===== config.mk =====
export PLATFORM = sky130hd
export DESIGN_NAME = sorted_table_search_core_flat
export DESIGN_NICKNAME = d
export VERILOG_FILES = /design/src/rtl/core/sts_pkg.sv /design/src/rtl/core/sts_if.sv /design/src/rtl/core/sts_ctrl.sv /design/src/rtl/core/sts_dp.sv /design/src/rtl/core/sorted_table_search_core.sv /design/src/flat_wrapper.sv
export SDC_FILE = /design/constraint.sdc
export NUM_CORES = 1
export LEC_CHECK = 0
export BUFFER_PORTS_ARGS = -buffer_cell sky130_fd_sc_hd__buf_2
export CAP_MARGIN = 20
export CORE_MARGIN = 2
export CORE_UTILIZATION = 50
export CTS_BUF_LIST = sky130_fd_sc_hd__clkbuf_8
export CTS_CLUSTER_DIAMETER = 150
export DETAILED_ROUTE_END_ITERATION = 12
export PLACE_DENSITY = 0.66
export SETUP_SLACK_MARGIN = 0.1
export SYNTH_ARGS = -nofsm -noshare
export SYNTH_HDL_FRONTEND = slang
export SYNTH_SLANG_ARGS = --single-unit

===== constraint.sdc =====
create_clock -name i_clk -period 13.38 [get_ports i_clk]
set_input_delay 0.669 -clock i_clk [delete_from_list [all_inputs] [get_ports i_clk]]
set_output_delay 0.669 -clock i_clk [all_outputs]
set_load 0.05 [all_outputs]

===== src/rtl/core/sts_pkg.sv =====
// ----------------------------------------------------------------------------
// sts_pkg
// Shared types and constants of the sorted table search core: result codes,
// field widths and the command and status groups between control and datapath.
// ----------------------------------------------------------------------------
`default_nettype none

package sts_pkg;

    localparam int unsigned VALUE_W    = 32;
    localparam int unsigned STATUS_W   = 3;
    localparam int unsigned POSITION_W = 4;
    localparam int unsigned ENTRIES_W  = 5;

    // input word opcodes
    localparam logic CMD_LOAD   = 1'b0;
    localparam logic CMD_SEARCH = 1'b1;

    // result codes
    localparam logic [STATUS_W-1:0] ST_LOADED  = 3'd0;
    localparam logic [STATUS_W-1:0] ST_DROPPED = 3'd1;
    localparam logic [STATUS_W-1:0] ST_FOUND   = 3'd2;
    localparam logic [STATUS_W-1:0] ST_MISSING = 3'd3;
    localparam logic [STATUS_W-1:0] ST_EMPTY   = 3'd4;

    typedef logic signed [VALUE_W-1:0] t_value;

    // controller to datapath
    typedef struct packed {
        logic                capture;
        logic                load_exec;
        logic                sort_start;
        logic                sort_carry;
        logic                sort_step;
        logic                sort_end;
        logic                mark_sorted;
        logic                srch_init;
        logic                srch_probe;
        logic                srch_cmp;
        logic                set_res;
        logic [STATUS_W-1:0] res_code;
        logic                out_load;
    } t_dp_cmd;

    // datapath to controller
    typedef struct packed {
        logic is_load;
        logic cnt_zero;
        logic cnt_multi;
        logic sorted;
        logic more_steps;
        logic more_passes;
        logic probe_open;
        logic key_eq;
        logic out_free;
    } t_dp_flags;

endpackage : sts_pkg

`default_nettype wire


===== src/rtl/core/sts_if.sv =====
// ----------------------------------------------------------------------------
// sts_if
// Valid/ready channels of the sorted table search core: request words in,
// result words out.
// ----------------------------------------------------------------------------
`default_nettype none

interface sts_in_if;
    logic                  valid;
    logic                  ready;
    logic                  cmd;
    sts_pkg::t_value       value;
    logic                  first;

    modport source (output valid, output cmd, output value, output first, input ready);
    modport sink   (input valid, input cmd, input value, input first, output ready);
endinterface : sts_in_if

interface sts_out_if;
    logic                                valid;
    logic                                ready;
    logic [sts_pkg::STATUS_W-1:0]        status;
    logic [sts_pkg::POSITION_W-1:0]      position;
    logic [sts_pkg::ENTRIES_W-1:0]       entries;

    modport source (output valid, output status, output position, output entries,
                    input ready);
    modport sink   (input valid, input status, input position, input entries,
                    output ready);
endinterface : sts_out_if

`default_nettype wire


===== src/rtl/core/sts_ctrl.sv =====
// ----------------------------------------------------------------------------
// sts_ctrl
// Sequencer of the sorted table search core: decodes each request word and
// steps the datapath through load, bubble sort passes and binary search probes.
// ----------------------------------------------------------------------------
`default_nettype none

module sts_ctrl (
    input  wire                i_clk,
    input  wire                i_rst_n,
    input  wire                i_in_valid,
    output logic               o_in_ready,
    input  sts_pkg::t_dp_flags i_flags,
    output sts_pkg::t_dp_cmd   o_cmd
);
    import sts_pkg::*;

    typedef enum logic [2:0] {
        S_IDLE,
        S_DECODE,
        S_SORT_CARRY,
        S_SORT_STEP,
        S_SORT_END,
        S_SRCH_ADDR,
        S_SRCH_CMP,
        S_REPLY
    } t_state;

    t_state r_state;
    t_state n_state;

    always_comb begin
        n_state = r_state;
        o_cmd   = '0;
        case (r_state)
            S_IDLE: begin
                if (i_in_valid) begin
                    o_cmd.capture = 1'b1;
                    n_state       = S_DECODE;
                end
            end
            S_DECODE: begin
                if (i_flags.is_load) begin
                    o_cmd.load_exec = 1'b1;
                    n_state         = S_REPLY;
                end else if (i_flags.cnt_zero) begin
                    o_cmd.set_res  = 1'b1;
                    o_cmd.res_code = ST_EMPTY;
                    n_state        = S_REPLY;
                end else if (i_flags.sorted) begin
                    o_cmd.srch_init = 1'b1;
                    n_state         = S_SRCH_ADDR;
                end else if (i_flags.cnt_multi) begin
                    o_cmd.sort_start = 1'b1;
                    n_state          = S_SORT_CARRY;
                end else begin
                    // a single entry is sorted as it stands
                    o_cmd.mark_sorted = 1'b1;
                    o_cmd.srch_init   = 1'b1;
                    n_state           = S_SRCH_ADDR;
                end
            end
            S_SORT_CARRY: begin
                o_cmd.sort_carry = 1'b1;
                n_state          = S_SORT_STEP;
            end
            S_SORT_STEP: begin
                o_cmd.sort_step = 1'b1;
                n_state         = i_flags.more_steps ? S_SORT_STEP : S_SORT_END;
            end
            S_SORT_END: begin
                o_cmd.sort_end = 1'b1;
                if (i_flags.more_passes) begin
                    n_state = S_SORT_CARRY;
                end else begin
                    o_cmd.mark_sorted = 1'b1;
                    o_cmd.srch_init   = 1'b1;
                    n_state           = S_SRCH_ADDR;
                end
            end
            S_SRCH_ADDR: begin
                if (i_flags.probe_open) begin
                    o_cmd.srch_probe = 1'b1;
                    n_state          = S_SRCH_CMP;
                end else begin
                    o_cmd.set_res  = 1'b1;
                    o_cmd.res_code = ST_MISSING;
                    n_state        = S_REPLY;
                end
            end
            S_SRCH_CMP: begin
                if (i_flags.key_eq) begin
                    o_cmd.set_res  = 1'b1;
                    o_cmd.res_code = ST_FOUND;
                    n_state        = S_REPLY;
                end else begin
                    o_cmd.srch_cmp = 1'b1;
                    n_state        = S_SRCH_ADDR;
                end
            end
            S_REPLY: begin
                if (i_flags.out_free) begin
                    o_cmd.out_load = 1'b1;
                    n_state        = S_IDLE;
                end
            end
            default: begin
                n_state = S_IDLE;
            end
        endcase
    end

    always_ff @(posedge i_clk) begin
        if (!i_rst_n) begin
            r_state <= S_IDLE;
        end else begin
            r_state <= n_state;
        end
    end

    assign o_in_ready = (r_state == S_IDLE);

endmodule : sts_ctrl

`default_nettype wire


===== src/rtl/core/sts_dp.sv =====
// ----------------------------------------------------------------------------
// sts_dp
// Datapath of the sorted table search core: table memory, entry count,
// bubble sort carry register, search bounds and the output register.
// ----------------------------------------------------------------------------
`default_nettype none

module sts_dp #(
    parameter int unsigned DEPTH = 16
) (
    input  wire                                  i_clk,
    input  wire                                  i_rst_n,
    input  sts_pkg::t_dp_cmd                     i_cmd,
    output sts_pkg::t_dp_flags                   o_flags,
    input  wire                                  i_in_cmd,
    input  sts_pkg::t_value                      i_in_value,
    input  wire                                  i_in_first,
    output logic                                 o_out_valid,
    input  wire                                  i_out_ready,
    output logic [sts_pkg::STATUS_W-1:0]         o_out_status,
    output logic [sts_pkg::POSITION_W-1:0]       o_out_position,
    output logic [sts_pkg::ENTRIES_W-1:0]        o_out_entries
);
    import sts_pkg::*;

    localparam int unsigned AW = (DEPTH > 1) ? $clog2(DEPTH) : 1;
    localparam int unsigned CW = $clog2(DEPTH + 1);

    // request word
    logic                  r_cmd;
    t_value                r_key;
    logic                  r_first;

    logic [CW-1:0]         r_count;
    logic                  r_sorted;

    // sort state
    logic [CW-1:0]         r_pass;
    logic [AW-1:0]         r_j;
    t_value                r_carry;

    // search state, upper bound kept one past the last candidate
    logic [CW-1:0]         r_lo;
    logic [CW-1:0]         r_hi_ex;
    logic [AW-1:0]         r_mid;

    logic [STATUS_W-1:0]   r_status;
    logic [POSITION_W-1:0] r_position;

    logic                  r_out_valid;
    logic [STATUS_W-1:0]   r_out_status;
    logic [POSITION_W-1:0] r_out_position;
    logic [ENTRIES_W-1:0]  r_out_entries;

    t_value                mem [DEPTH];
    t_value                r_rdata;

    logic [CW-1:0]         count_eff;
    logic                  has_room;
    logic                  carry_gt;
    logic [CW-1:0]         mid_full;
    logic [AW-1:0]         mid;
    logic                  we;
    logic [AW-1:0]         wa;
    t_value                wd;
    logic                  re;
    logic [AW-1:0]         ra;

    assign count_eff = r_first ? '0 : r_count;
    assign has_room  = (count_eff < CW'(DEPTH));
    assign carry_gt  = (r_carry > r_rdata);
    assign mid_full  = r_lo + ((r_hi_ex - CW'(1) - r_lo) >> 1);
    assign mid       = AW'(mid_full);

    assign o_flags.is_load     = (r_cmd == CMD_LOAD);
    assign o_flags.cnt_zero    = (r_count == '0);
    assign o_flags.cnt_multi   = (r_count > CW'(1));
    assign o_flags.sorted      = r_sorted;
    assign o_flags.more_steps  = ((CW+1)'(r_j) + (CW+1)'(r_pass) + (CW+1)'(1))
                                 < (CW+1)'(r_count);
    assign o_flags.more_passes = ((CW+1)'(r_pass) + (CW+1)'(1)) < (CW+1)'(r_count);
    assign o_flags.probe_open  = (r_lo < r_hi_ex);
    assign o_flags.key_eq      = (r_rdata == r_key);
    assign o_flags.out_free    = !r_out_valid || i_out_ready;

    // memory port select
    always_comb begin
        we = 1'b0;
        wa = '0;
        wd = r_key;
        re = 1'b0;
        ra = '0;
        if (i_cmd.load_exec) begin
            we = has_room;
            wa = AW'(count_eff);
            wd = r_key;
        end
        if (i_cmd.sort_step) begin
            // smaller one settles at j, larger one rides on
            we = 1'b1;
            wa = r_j;
            wd = carry_gt ? r_rdata : r_carry;
            re = o_flags.more_steps;
            ra = AW'((AW+1)'(r_j) + (AW+1)'(2));
        end
        if (i_cmd.sort_end) begin
            we = 1'b1;
            wa = AW'((AW+1)'(r_j) + (AW+1)'(1));
            wd = r_carry;
            re = 1'b1;
            ra = '0;
        end
        if (i_cmd.sort_start) begin
            re = 1'b1;
            ra = '0;
        end
        if (i_cmd.sort_carry) begin
            re = 1'b1;
            ra = AW'(1);
        end
        if (i_cmd.srch_probe) begin
            re = 1'b1;
            ra = mid;
        end
    end

    always_ff @(posedge i_clk) begin
        if (we) begin
            mem[wa] <= wd;
        end
        if (re) begin
            r_rdata <= mem[ra];
        end
    end

    always_ff @(posedge i_clk) begin
        if (i_cmd.capture) begin
            r_cmd   <= i_in_cmd;
            r_key   <= i_in_value;
            r_first <= i_in_first;
        end
        if (i_cmd.sort_start) begin
            r_pass <= CW'(1);
        end
        if (i_cmd.sort_carry) begin
            r_carry <= r_rdata;
            r_j     <= '0;
        end
        if (i_cmd.sort_step) begin
            r_carry <= carry_gt ? r_carry : r_rdata;
            if (o_flags.more_steps) begin
                r_j <= r_j + AW'(1);
            end
        end
        if (i_cmd.sort_end) begin
            r_pass <= r_pass + CW'(1);
        end
        if (i_cmd.srch_init) begin
            r_lo    <= '0;
            r_hi_ex <= r_count;
        end
        if (i_cmd.srch_probe) begin
            r_mid <= mid;
        end
        if (i_cmd.srch_cmp) begin
            if (r_key < r_rdata) begin
                r_hi_ex <= CW'(r_mid);
            end else begin
                r_lo <= CW'(r_mid) + CW'(1);
            end
        end
        if (i_cmd.load_exec) begin
            r_status   <= has_room ? ST_LOADED : ST_DROPPED;
            r_position <= '0;
        end
        if (i_cmd.set_res) begin
            r_status   <= i_cmd.res_code;
            r_position <= (i_cmd.res_code == ST_FOUND) ? POSITION_W'(r_mid) : '0;
        end
        if (i_cmd.out_load) begin
            r_out_status   <= r_status;
            r_out_position <= r_position;
            r_out_entries  <= ENTRIES_W'(r_count);
        end
    end

    always_ff @(posedge i_clk) begin
        if (!i_rst_n) begin
            r_count     <= '0;
            r_sorted    <= 1'b0;
            r_out_valid <= 1'b0;
        end else begin
            if (i_cmd.load_exec) begin
                r_sorted <= 1'b0;
                r_count  <= has_room ? count_eff + CW'(1) : count_eff;
            end
            if (i_cmd.mark_sorted) begin
                r_sorted <= 1'b1;
            end
            if (i_cmd.out_load) begin
                r_out_valid <= 1'b1;
            end else if (i_out_ready) begin
                r_out_valid <= 1'b0;
            end
        end
    end

    assign o_out_valid    = r_out_valid;
    assign o_out_status   = r_out_status;
    assign o_out_position = r_out_position;
    assign o_out_entries  = r_out_entries;

endmodule : sts_dp

`default_nettype wire


===== src/rtl/core/sorted_table_search_core.sv =====
// load: the accepted word is decoded and written into the table, then the result is registered
// search of a sorted table: one table memory read and one compare per binary search probe
// first search after a load of more than one entry adds a bubble sort, in which each step
// writes one table entry and, but for the last step of a pass, reads the next one
// throughput: one word at a time, next word accepted once the result is registered
// reset: synchronous active low, clears entry count, sorted flag, state, output valid
// ----------------------------------------------------------------------------
// sorted_table_search_core
// Table of signed values loaded word by word, bubble sorted on demand and
// searched by binary search.
// ----------------------------------------------------------------------------
`default_nettype none

module sorted_table_search_core #(
    parameter int unsigned DEPTH = 16
) (
    input  wire       i_clk,
    input  wire       i_rst_n,
    sts_in_if.sink    i_req,
    sts_out_if.source o_rsp
);
    import sts_pkg::*;

    t_dp_cmd   dp_cmd;
    t_dp_flags dp_flags;

    sts_ctrl u_ctrl (
        .i_clk      (i_clk),
        .i_rst_n    (i_rst_n),
        .i_in_valid (i_req.valid),
        .o_in_ready (i_req.ready),
        .i_flags    (dp_flags),
        .o_cmd      (dp_cmd)
    );

    sts_dp #(
        .DEPTH (DEPTH)
    ) u_dp (
        .i_clk          (i_clk),
        .i_rst_n        (i_rst_n),
        .i_cmd          (dp_cmd),
        .o_flags        (dp_flags),
        .i_in_cmd       (i_req.cmd),
        .i_in_value     (i_req.value),
        .i_in_first     (i_req.first),
        .o_out_valid    (o_rsp.valid),
        .i_out_ready    (o_rsp.ready),
        .o_out_status   (o_rsp.status),
        .o_out_position (o_rsp.position),
        .o_out_entries  (o_rsp.entries)
    );

endmodule : sorted_table_search_core

`default_nettype wire


===== src/flat_wrapper.sv =====
// flat-port wrapper written by rule: the top's interface ports become plain ports
module sorted_table_search_core_flat import sts_pkg::*;
#(
    parameter int unsigned DEPTH = 16
)
  (i_clk, i_rst_n, i_req_valid, i_req_cmd, i_req_value, i_req_first, i_req_ready, o_rsp_valid, o_rsp_status, o_rsp_position, o_rsp_entries, o_rsp_ready);
  sts_in_if i_req_i ();
  sts_out_if o_rsp_i ();
  input  wire i_clk;
  input  wire i_rst_n;
  input wire logic [$bits(i_req_i.valid)-1:0] i_req_valid;
  input wire logic [$bits(i_req_i.cmd)-1:0] i_req_cmd;
  input wire logic [$bits(i_req_i.value)-1:0] i_req_value;
  input wire logic [$bits(i_req_i.first)-1:0] i_req_first;
  output wire logic [$bits(i_req_i.ready)-1:0] i_req_ready;
  output wire logic [$bits(o_rsp_i.valid)-1:0] o_rsp_valid;
  output wire logic [$bits(o_rsp_i.status)-1:0] o_rsp_status;
  output wire logic [$bits(o_rsp_i.position)-1:0] o_rsp_position;
  output wire logic [$bits(o_rsp_i.entries)-1:0] o_rsp_entries;
  input wire logic [$bits(o_rsp_i.ready)-1:0] o_rsp_ready;
  assign i_req_i.valid = i_req_valid;
  assign i_req_i.cmd = i_req_cmd;
  assign i_req_i.value = i_req_value;
  assign i_req_i.first = i_req_first;
  assign i_req_ready = i_req_i.ready;
  assign o_rsp_valid = o_rsp_i.valid;
  assign o_rsp_status = o_rsp_i.status;
  assign o_rsp_position = o_rsp_i.position;
  assign o_rsp_entries = o_rsp_i.entries;
  assign o_rsp_i.ready = o_rsp_ready;
  sorted_table_search_core #(.DEPTH(DEPTH)) u_core (.i_clk(i_clk), .i_rst_n(i_rst_n), .i_req(i_req_i), .o_rsp(o_rsp_i));
endmodule

-- Yosys cells after proc, flatten, opt, wreduce, memory -nomap -nowiden
Memory sizes are Yosys's and may differ from the RTL's. A register that Yosys moved wholly into a read port is not among the register bits.
Index checks and enable logic that the tools add are counted.
- add/subtract/negate cells: 12
- magnitude comparators: 7
- equality and inequality tests: 12
- multiplexer cells: 87
- reduce and logical (&&, ||, !) cells: 11
- operator list (cell ; count):
    32-bit two-way mux ; 6
    4-bit two-way mux ; 18
    5-bit two-way mux ; 10
    1-bit two-way mux ; 34
    32-bit == test ; 1
    32-bit greater-than comparator ; 1
    32-bit < comparator ; 1
    3-bit two-way mux ; 10
    3-bit one-hot mux with 8 select lines ; 1
    3-bit == test, second input constant ; 4
    6-bit by 5-bit < comparator with 1-bit output ; 2
    2-bit two-way mux ; 6
    4-bit one-hot mux with 3 select lines ; 1
    5-bit by 1-bit adder with 5-bit output, second input constant ; 2
    2-bit nonzero test ; 5
    3-bit by 2-bit == test with 1-bit output, second input constant ; 3
    4-bit by 1-bit adder with 4-bit output, second input constant ; 2
    4-bit by 5-bit adder with 6-bit output ; 1
    5-bit by 1-bit adder with 6-bit output, second input constant ; 1
    6-bit by 1-bit adder with 6-bit output, second input constant ; 1
    4-bit by 1-bit adder with 5-bit output, second input constant ; 1
    5-bit by 1-bit greater-than comparator with 1-bit output, second input constant ; 1
    5-bit logical NOT ; 1
    5-bit < comparator ; 1
    other kinds (13) ; 15
- register bits after elaboration: 118
- memory bits (writable): 512
- bits of input ports: 38
- memories: 1
- memories (memory ; words ; bits a word ; read ports ; clocked after memory_dff ; wr ports ; line ; text):
    u_core.u_dp.mem ; 16 ; 32 ; 1 ; 1 ; 1 ; sts_dp.sv:55 ; t_value mem [DEPTH];

-- Longest topological paths before layout
- depth in word-level cells: 11
- gate-level depth with buffers: 15
- depth with buffers taken out: 13

-- By module
A second synthesis with hierarchy kept.
- cell total of the unflattened synthesis: 2223
- area total of the unflattened synthesis: 28441.0 um^2
- modules (own cells, without submodules) (module ; instances ; cells each ; area each (um^2) ; seq. area each (um^2)):
    sts_dp ; 1 ; 2166 ; 28010.6 ; 19578.8
    sts_ctrl ; 1 ; 57 ; 430.4 ; 60.1

-- Worst setup path after synthesis
Ideal clock, no wire load.
- path kind: reg2reg
- start: register u_core.u_ctrl.r_state[0]
- end: memory u_core.u_dp.mem[9][0] in the netlist's numbering (enable)
- arrival: 4.166 ns
- slack: 8.746 ns
- stages on the path, launching flop included: 10
- buffers on the path: 2
- period minus slack after synthesis: 4.634 ns
- cells stage by stage: dfxtp_1 buf_2 or3b_1 clkbuf_1 or2_1 nor2_2 a21oi_1 nor3_2 nand2b_1 nor3b_1
- word-level cells in the longest chain between the ends: 7
- elaborated cells on any way between the ends: 14
- classes of those cells: eq/ne (3); mux (11)
- ends and longest elaborated chain (what ; line ; text):
    from (decl) ; sts_ctrl.sv:29 ; t_state r_state;
    from (signal assigned) ; sts_ctrl.sv:117 ; r_state <= n_state;
    3-bit by 1-bit == test with 1-bit output ; sts_ctrl.sv:35 ; case (r_state)
    2-bit two-way mux ; sts_ctrl.sv:35 ;
    1-bit two-way mux ; sts_dp.sv:93 ; if (i_cmd.load_exec) begin
    1-bit two-way mux ; sts_dp.sv:98 ; if (i_cmd.sort_step) begin
    1-bit two-way mux ; sts_dp.sv:106 ; if (i_cmd.sort_end) begin
    1-bit two-way mux ; sts_dp.sv:128 ; if (we) begin
    1-bit two-way mux (not written as such) ; sts_dp.sv:129 ; mem[wa] <= wd;
    to (decl) ; sts_dp.sv:55 ;
Parallel ways exist; a longest one is shown, timed or not.

-- Final worst setup path
- start: register u_core.u_dp.r_hi_ex[0]
- end: register u_core.u_dp.r_rdata[4], read port of u_core.u_dp.mem, data pin
- word-level cells in the longest chain between the ends: 4
- elaborated cells on any way between the ends: 8
- classes of those cells: add/sub (3); order compare (1); mux (4)
- ends and longest elaborated chain (what ; line ; text):
    from (decl) ; sts_dp.sv:44 ; logic [CW-1:0] r_hi_ex;
    from (signal assigned) ; sts_dp.sv:160 ; r_hi_ex <= r_count;
    from (signal assigned) ; sts_dp.sv:167 ; r_hi_ex <= CW'(r_mid);
    5-bit by 1-bit subtractor with 5-bit output / 5-bit < comparator (equally long branches) ; sts_dp.sv:72, sts_dp.sv:82 ;
    5-bit subtractor / 1-bit two-way mux (equally long branches) ; sts_dp.sv:72, sts_ctrl.sv:82 ;
    4-bit adder / 1-bit two-way mux (equally long branches) ; sts_dp.sv:72, sts_ctrl.sv:35 ;
    4-bit two-way mux / 1-bit two-way mux (equally long branches) ; sts_dp.sv:121 ; if (i_cmd.srch_probe) begin
    to (decl) ; sts_dp.sv:56 ; t_value r_rdata;
Parallel ways exist; a longest one is shown, timed or not.
A chain may end at the register's enable or synchronous reset.

==> impl_metrics.toml <==
[synthesis]
synth_top_family_by_area = "compound AO/OA/AOI/OAI gates"
ys_ff_latch = 662
synth_area_leaders = "edfxtp_1 66%, mux2_2 5.1%, nand3_1 4.5%"
synth_area_um2 = 29200
synth_edf_count = 638
synthMuxAreaShare_pct = 5.44
ys_types = 77
async_flop_share_pct = 0
synth.most_common_cell = "edfxtp_1"
synth_common_cells = "638 x edfxtp_1, 263 x nand3_1, 145 x o21ai_0, 132 x mux2_2, 127 x o211ai_1"
syn_inst = 2097
synthXorXnorAreaFrac_pct = 0.420
synth_top_area_share_pct = 65.7
synth_compound_area_share_pct = 11.1
avgSynthCellArea_um2 = 13.9
synthFlopType = "edfxtp_1"
syn_nets = 2229
yosysWarningCount = 0
seq_area_frac_synth_pct = 67.3
yosys.area.top_type = "edfxtp_1"
synthAdderAreaFrac_pct = 4.11
synth-simple-area-share_pct = 8.88

[layout]
areaGrowthSynthToFinish_pct = 11.3
final_cell_count_no_fill = 3027
drive_gt1_share_pct = 18.4
nets = 2301
final.fill_count = 4680

[global_route]
grt_pass1_wl_um = 121000
grt_max_degree = 84
antenna_found_initial = 1
grt_use_total_pct = 27.3
grt-ovfl-total = 0
grt_pass1_vias = 19109

[clock_tree]
clk_latency_ps = 750
clkSinkCount = 662
cts_root_buf = "clkbuf_8"
cts_tree = "built"
path_clk_slew_ps = 60
cts.path.max_buffers = 3
h-tree-depth = 3
cts-resized-gates = 0
post_cts_buffers = 0
postCtsHoldBufs = 0
cts_buffers = 109

[setup_path]
worstRegToRegCells = 14
rr_endpoint = "u_core.u_dp.r_rdata[4]"
timing.rr.start = "u_core.u_dp.r_hi_ex[0]"
rrSetupSlack_ps = 8340
critPathKind = "flip-flop to flip-flop"
critical_path.startpoint_type = "flip-flop"
crit_fanout = 63
cp.required_ps = 13850
critPathArrivalTime_ps = 5510
cp-end-kind = "flip-flop"

[power]
p_per_area_nw_per_um2 = 224
clkPwrFrac_pct = 22.7
seq_power_share_pct = 43.3
p_comb_share_pct = 34.0
p_sw_mw = 2.72
p_int_mw = 4.55
vdd_drop_max_uv = 165
p_sw_share_pct = 37.5
leakage_nw = 11.1
power_mw = 7.27

[detailed_routing]
drt-wirelength-per-cell_um = 27.1
vias = 19399
routed_wirelength_um = 82100
viasPerCell = 6.41
drc = 0
drt_pass1_iterations = 7
ant_nets = 0
drt_iter0_drc = 2050

[floorplan]
rows = 88
core_region_area_um2 = 57700
start_util_pct = 50.6
die_h_um = 246
fp.dieArea_um2 = 60300
die_x_um = 246
io_pins = 52

[min_path]
holdPathEnd = "u_core.u_dp.r_key[31]"
hold_start = "i_req_value[31]"
min_path_type = "input pin to flip-flop"
whs_path_depth = 1

[timing]
tightest_slew_ps = 1190
rsz0062_at_grt = "false"
slew_violations = 0
finalCriticalPeriod_ps = 5040
max_freq_ghz = 0.198
skew_ps = 66.9
setup_viol = 0
hold_violations = 0
finalSetupTns_ps = 0
slew_headroom_pct = 20.4
finalCritPeriodShare_pct = 37.7

[placed_design]
place_inst = 2822
hpwl_um = 42600
io_buffer_count = 51
gp_congestion = 0.848

[flow_run]
max-cap-violations = 0

[run_status]
status = "completed"
==> kinds of logic (layout without fill, tap and decap cells) <==
logic type / after synthesis / count (layout)
other: 0 / 1
adder cells (fa/ha/maj): 94 / 94
XOR/XNOR: 14 / 14
multiplexers: 142 / 142
AO/OA/AOI/OAI: 482 / 482
flip-flops: 662 / 662
buffers and inverters: 199 / 363
AND/OR/NAND/NOR: 504 / 504
==> sequential cells by signal, summed over array words and instances, names as in the netlist, 5 cells and up <==
| register | cells |
|---|---|
| u_core.u_dp.mem | 512 |
| u_core.u_dp.o_out_entries | 5 |
| u_core.u_dp.r_carry | 32 |
| u_core.u_dp.r_count | 5 |
| u_core.u_dp.r_hi_ex | 5 |
| u_core.u_dp.r_key | 32 |
| u_core.u_dp.r_lo | 5 |
| u_core.u_dp.r_pass | 5 |
| u_core.u_dp.r_rdata | 32 |
==> power by group through the flow <==
stage	registers (mW)	logic [mW]	clock network, mW
final	3.15	2.47	1.65
after detailed placement	3.18	2.42	0
after CTS	3.14	2.44	1.67
after floorplan	3.10	1.62	0
after global routing	3.17	2.67	1.76
after global placement	3.17	2.36	0
==> per-stage QoR <==
| step | instance area, um2 | worst slack [ps] | utilization [%] | hold WS (ps) |
|---|---|---|---|---|
| after floorplan | 29200 | 8750 | - | 400 |
| after global placement | 30500 | 8570 | 52.8 | 400 |
| after detailed placement | 30500 | 8400 | 52.8 | 407 |
| after CTS | 32500 | 8350 | 56.3 | 49.2 |
| after global routing | 32500 | 8050 | 56.3 | 65.8 |
| final | 32500 | 8340 | 56.3 | 90.7 |
==> worst max path at each step <==
stage | start | end | depth (start not counted)
floorplan | u_core.u_ctrl.r_state[0] | u_core.u_dp.mem[9][0] | 9
global placement | u_core.u_dp.r_hi_ex[0] | u_core.u_dp.r_rdata[11] | 14
detailed placement | u_core.u_dp.r_hi_ex[0] | u_core.u_dp.r_rdata[19] | 14
CTS | u_core.u_dp.r_hi_ex[0] | u_core.u_dp.r_rdata[19] | 14
global route | u_core.u_dp.r_hi_ex[0] | u_core.u_dp.r_rdata[19] | 13
finish | u_core.u_dp.r_hi_ex[0] | u_core.u_dp.r_rdata[4] | 14
==> layout by cell type, fill, tap and decap left out, drive strengths merged, types with 5 or more instances in the layout <==
| cell type | n |
|---|---|
| a21o | 9 |
| nand4 | 43 |
| nor2b | 13 |
| nand3 | 263 |
| edfxtp | 638 |
| mux2i | 10 |
| dfxtp | 24 |
| o21a | 7 |
| nor3b | 8 |
| nor2 | 47 |
| clkbuf | 112 |
| a22o | 33 |
| a21boi | 8 |
| a21oi | 72 |
| inv | 95 |
| a211o | 32 |
| buf | 95 |
| nand2 | 68 |
| o211ai | 127 |
| a31oi | 6 |
| nand2b | 12 |
| and3 | 13 |
| and2 | 7 |
| a211oi | 13 |
| xnor2 | 11 |
| o21ai | 149 |
| mux2 | 132 |
| nor3 | 9 |
| clkinv | 58 |
| ha | 91 |
| a221oi | 5 |
==> critical path, cell delays in order, from the launching register on <==
cell and delay, ps:
dfxtp_1 320, nor2b_1 260, inv_1 90, fa_1 490
inv_1 40, ha_1 180, inv_1 70, fa_1 430
nor3_1 390, o21ai_4 290, nand2_4 540, buf_4 810
mux2_2 420, o211ai_1 180, nand4_1 110
==> final cells by class <==
class / instances / area [um2] / share of cell area, %
inverter: 65 / 244 / 0.751
timing repair buffer: 95 / 583 / 1.79
sequential: 662 / 19600 / 60.5
clock inverter: 91 / 474 / 1.46
tap: 765 / 957 / 2.95
multi-input combinational: 1236 / 9040 / 27.8
clock buffer: 112 / 1540 / 4.75
antenna: 1 / 2.50 / 0.00770
==> layer usage <==
layer,wire length (um),up-vias,GRT usage [%]
met2,37400,1145,42.3
met5,0,-,0
met3,8550,204,5.45
met1,33100,9675,37.6
met4,3050,0,11.7
li1,-,8375,-
Note: power is estimated with default switching activity, not from simulation.
